==> config.mk <==
export PLATFORM = sky130hd
export DESIGN_NAME = bmf_ctrl
export DESIGN_NICKNAME = d
export VERILOG_FILES = /design/src/sv/bmf_pkg.sv /design/src/sv/bmf_ctrl.sv
export SDC_FILE = /design/constraint.sdc
export NUM_CORES = 1
export LEC_CHECK = 0
export ABC_AREA = 1
export BUFFER_PORTS_ARGS = -buffer_cell sky130_fd_sc_hd__buf_4
export CORE_AREA = 2 2 39 41
export DETAILED_ROUTE_END_ITERATION = 7
export DIE_AREA = 0 0 41 43
export HOLD_SLACK_MARGIN = 0.02
export MAX_ROUTING_LAYER = met4
export SYNTH_ARGS = -nofsm -noshare
export SYNTH_HDL_FRONTEND = slang
export SYNTH_SLANG_ARGS = --single-unit
==> constraint.sdc <==
create_clock -name clk -period 1.4 [get_ports clk]
set_input_delay 0.14 -clock clk [delete_from_list [all_inputs] [get_ports clk]]
set_output_delay 0.14 -clock clk [all_outputs]
set_load 0.005 [all_outputs]
==> src/sv/bmf_pkg.sv <==
// shared types and constants for the box mean filter
package bmf_pkg;

    // reciprocal scaling for the window-area division
    localparam int RECIP_SHIFT = 20;
    localparam int RECIP_W     = 21;

    // register indexes of the configuration port
    localparam logic [1:0] CFG_KERNEL_HALF  = 2'd0;
    localparam logic [1:0] CFG_IMAGE_WIDTH  = 2'd1;
    localparam logic [1:0] CFG_IMAGE_HEIGHT = 2'd2;

    localparam int CFG_DATA_W   = 11;
    localparam int ROW_W        = 10;
    localparam int HEIGHT_LIMIT = 1024;

    // controller to datapath commands
    typedef struct packed {
        logic accept;
        logic column;
        logic sum;
        logic mul;
        logic load;
    } bmf_cmd_t;

    // datapath to controller status
    typedef struct packed {
        logic has_result;
        logic out_free;
    } bmf_status_t;

    // ceil(2^20 / (k*k)) for k = 2*half+1, half 0..3
    function automatic logic [RECIP_W-1:0] recip_of_half(input logic [1:0] half);
        logic [RECIP_W-1:0] m;
        begin
            case (half)
                2'd0:    m = 21'd1048576;
                2'd1:    m = 21'd116509;
                2'd2:    m = 21'd41944;
                2'd3:    m = 21'd21400;
                default: m = 21'd1048576;
            endcase
            return m;
        end
    endfunction

endpackage

==> src/sv/bmf_ctrl.sv <==
// sequencing state machine for the box mean filter
module bmf_ctrl
(
    input  logic                 clk,
    input  logic                 rst_n,
    input  logic                 in_valid,
    output logic                 in_ready,
    input  bmf_pkg::bmf_status_t status,
    output bmf_pkg::bmf_cmd_t    cmd
);
    import bmf_pkg::*;

    localparam logic [2:0] S_IDLE = 3'd0;
    localparam logic [2:0] S_COL  = 3'd1;
    localparam logic [2:0] S_SUM  = 3'd2;
    localparam logic [2:0] S_MUL  = 3'd3;
    localparam logic [2:0] S_OUT  = 3'd4;

    logic [2:0] state_reg;
    logic [2:0] state_next;

    // state register
    always_ff @(posedge clk or negedge rst_n)
    begin
        if (!rst_n)
        begin
            state_reg <= S_IDLE;
        end
        else
        begin
            state_reg <= state_next;
        end
    end

    // next state and commands
    always_comb
    begin
        state_next = state_reg;
        cmd        = '0;
        in_ready   = 1'b0;
        case (state_reg)
            S_IDLE:
            begin
                in_ready   = 1'b1;
                cmd.accept = in_valid;
                if (in_valid)
                begin
                    state_next = S_COL;
                end
            end
            S_COL:
            begin
                cmd.column = 1'b1;
                state_next = status.has_result ? S_SUM : S_IDLE;
            end
            S_SUM:
            begin
                cmd.sum    = 1'b1;
                state_next = S_MUL;
            end
            S_MUL:
            begin
                cmd.mul    = 1'b1;
                state_next = S_OUT;
            end
            S_OUT:
            begin
                if (status.out_free)
                begin
                    cmd.load   = 1'b1;
                    state_next = S_IDLE;
                end
            end
            default:
            begin
                state_next = S_IDLE;
            end
        endcase
    end

endmodule

* After elaboration in Yosys (flattened, before gate mapping)
Index checks and enable logic that the tools add are counted.
** Word-level totals
- Flip-flop bits (word level) :: 3
- Logic and storage cells :: 20
- Output and inout port bits :: 6
** Operators by class
- Reductions and logical operators :: 2
- Mux-type cells :: 11
- Equal/unequal tests :: 6
** Operators with widths (count)
- 3-bit case mux with 5 select lines :: 1
- 1-bit two-way mux :: 7
- 3-bit by 2-bit == test with 1-bit output (second input constant) :: 2
- 3-bit two-way mux :: 2
- 2-bit != test (second input constant) :: 2
- 3-bit by 1-bit == test with 1-bit output (second input constant) :: 1
- 3-bit == test (second input constant) :: 1
- 3-bit logical NOT :: 1
- 2-bit two-way mux :: 1
- 2-bit AND reduction :: 1

* Logic depth before layout (Yosys ltp)
- Depth in word-level cells :: 3
- Depth in mapped cells :: 5

* Least setup slack after synthesis
Ideal clock, no wire load.
- Path type :: register -> output
- From :: register state_reg[2]
- To :: output port cmd[2] (netlist bit)
- Data arrival time :: 0.705 ns
- Required time :: 1.260 ns
- Setup slack :: 0.555 ns
- Stages on the path, launching flop included :: 4
- Buffers on the path :: 0
- Cell sequence :: dfrtp_1 > nor2_2 > inv_1 > nor2_1
** RTL lines
- start: declaration :: RTL line bmf_ctrl.sv:19 : logic [2:0] state_reg;
- start signal: assignment :: RTL line bmf_ctrl.sv:31 : state_reg <= state_next;
- end: declaration :: RTL line bmf_ctrl.sv:9 : output bmf_pkg::bmf_cmd_t cmd

==> flow_summary.yaml <==
routing:
  wl_per_cell_um: 7.47
  initialDrtViolationCount: 1
  drc: 0
  vias: 195
  via_per_inst: 3.42
  first_pass_iters: 2
  wl_um: 426
  ant_nets: 0
logic_synthesis:
  syn_nets: 31
  netlist_area_um2: 178
  synth-seq-area-share_pct: 42.3
  yosysTopAreaCellShare_pct: 42.3
  yosysUniqueCellTypes: 10
  synth.area.top_cells: "dfrtp_1 42%, nor2_1 13%, inv_1 11%"
  synth_seq_cells: 3
  synthCells: 26
  syn_avg_cell_area_um2: 6.83
  synth_largest_area_cell: "dfrtp_1"
  yosys_warnings: 0
power_and_ir_drop:
  clkPwrFrac_pct: 23.7
  leakage_nw: 0.172
  power_switching_uw: 259
  power.internal_uw: 393
  peakVddDrop_mv: 0.618
  totalPowerFinal_uw: 653
  powerDensity_nw_per_um2: 2110
  switching_share_pct: 39.7
  p_comb_share_pct: 51.0
  seqPwrFrac_pct: 25.3
floorplan:
  core_area_um2: 1380
  start_util_pct: 12.8
  boundaryPins: 11
  die_h_um: 43
  num_rows: 14
  dieArea_um2: 1760
  dieWidth_um: 41
placement:
  dp.cells: 52
  postPlaceCellArea_um2: 273
  gp_congestion: 0.620
  place_hpwl_um: 326
  port_buffers: 10
worst_setup_path:
  path_cells: "nor2_2 -> inv_1 -> nor2_1 -> buf_4"
  arrival_ns: 1.10
  max_stage_delay_ns: 0.40
  r2r_slack_ns: 0.53
  cp-start-kind: "register"
  cp_slowest_cell: "dfrtp_1"
  cp.required_ns: 1.26
  cp_max_fo: 4
  crit_type: "register to primary output"
  crit_path_end_kind: "primary output"
cts:
  clk_pin_slew_ns: 0.04
  numClockSinks: 3
  cts_tree: "built"
  ctsLongestPathBuffers: 2
  post_cts_buffers: 0
  clock_latency_ns: 0.24
  cts_made_buffers: 3
  ctsRootBufferMaster: "clkbuf_4"
  cts.htree.levels: 1
grt:
  antenna_found_initial: 0
  grt_pass1_wl_um: 655
  first_global_vias: 169
  grt_max_degree: 7
  track_usage_pct: 6.91
  gr-total-overflow: 0
run:
  maxCapViolCount: 0
sta:
  period_share_pct: 88.4
  fin_setup_tns_ns: 0
  finalSetupViolCount: 0
  slew_headroom_pct: 91.2
  clock_skew_ns: 0.00310
  hold_viol: 0
  rsz0062_at_grt: "false"
  worst_pin_slew_ns: 0.131
  slew_violations: 0
  max_freq_ghz: 0.808
  fin_crit_ns: 1.24
min_path:
  hold_path.class: "input port to register"
layout:
  diodes: 0
  final_util_pct: 22.3
  drive_above_1_share_pct: 43.9
  areaGrowthSynthToFinish_pct: 73.9
  finish.instance_area_um2: 309
  largest_reg_flops: 3
  finalNonFillerCells: 57
  layout.nets: 47
outcome:
  run_status: "complete, no violations"
[cell usage after synthesis]
| master | number |
|---|---|
| inv_2 | 1 |
| o21ai_2 | 1 |
| nand3_1 | 2 |
| nor2_2 | 2 |
| inv_1 | 5 |
| nand2_1 | 4 |
| nand2_2 | 1 |
| dfrtp_1 | 3 |
| nor2_1 | 6 |
| o21ai_0 | 1 |
[final timing paths]
path	start	end	depth (start not counted)
worst max register to register	state_reg[2]	state_reg[0]	4
worst min register to register	state_reg[1]	state_reg[1]	3
worst max-delay path	state_reg[2]	cmd[2]	4
worst min-delay path	status[1]	state_reg[1]	3
min in group asynchronous	rst_n	state_reg[2]	2
max in group asynchronous	rst_n	state_reg[1]	2
[power groups by stage]
stage	Clock, mW	Combinational (mW)	Sequential, mW
after floorplan	0	0.191	0.161
after global placement	0	0.326	0.166
after detailed placement	0	0.333	0.167
after CTS	0.163	0.337	0.166
after global routing	0.180	0.372	0.171
final	0.155	0.333	0.165
[repair_timing]
item / in CTS / in global routing
endpoints found under the hold margin: 3 / 0
resized for setup: 0 / 0
hold buffers: 1 / 0
[metrics by stage]
| stage | setup slack (ns) | hold WS (ns) |
|---|---|---|
| 2_1_floorplan | 0.555 | -0.156 |
| 3_3_place_gp | 0.427 | -0.0691 |
| 3_5_place_dp | 0.411 | -0.0698 |
| 4_1_cts | 0.146 | 0.111 |
| 5_1_grt | 0.0642 | 0.122 |
| 6_report | 0.162 | 0.120 |
[routing by layer]
metal | up-vias | part of all wire (%) | GRT usage, %
li1 | 107 | - | -
met1 | 75 | 43 | 7.12
met2 | 11 | 39 | 6.56
met3 | 2 | 13 | 6.28
met4 | 0 | 4.5 | 8.00
met5 | - | 0 | -
[cell usage in the layout (no fill, tap or decap), drive strengths merged]
master,Yosys,routed
buf,0,10
clkbuf,0,4
dfrtp,3,3
dlygate4sd3,0,1
inv,6,6
nand2,5,5
nand3,2,2
nor2,8,8
o21ai,2,2
[layout make-up]
class | instances | area, um^2
Fill cell | 163 | 1070
Timing Repair Buffer | 11 | 85.1
Multi-Input combinational cell | 17 | 80.1
Sequential cell | 3 | 75.1
Clock buffer | 4 | 26.3
Inverter | 6 | 22.5
Tap cell | 16 | 20.0
[cells by family (layout without fill, tap and decap cells)]
family,after synthesis,count (layout),synth area share [%]
buf+inv,6,21,12.7
simple gates,15,15,37.3
flops,3,3,42.3
compound gates,2,2,7.74
[worst max-delay path, delay by kind of cell (launching register included)]
family / cells / cell delay (ns)
buf+inv: 2 / 0.20
flops: 1 / 0.40
simple gates: 2 / 0.25
(Power assumes the default switching activity.)
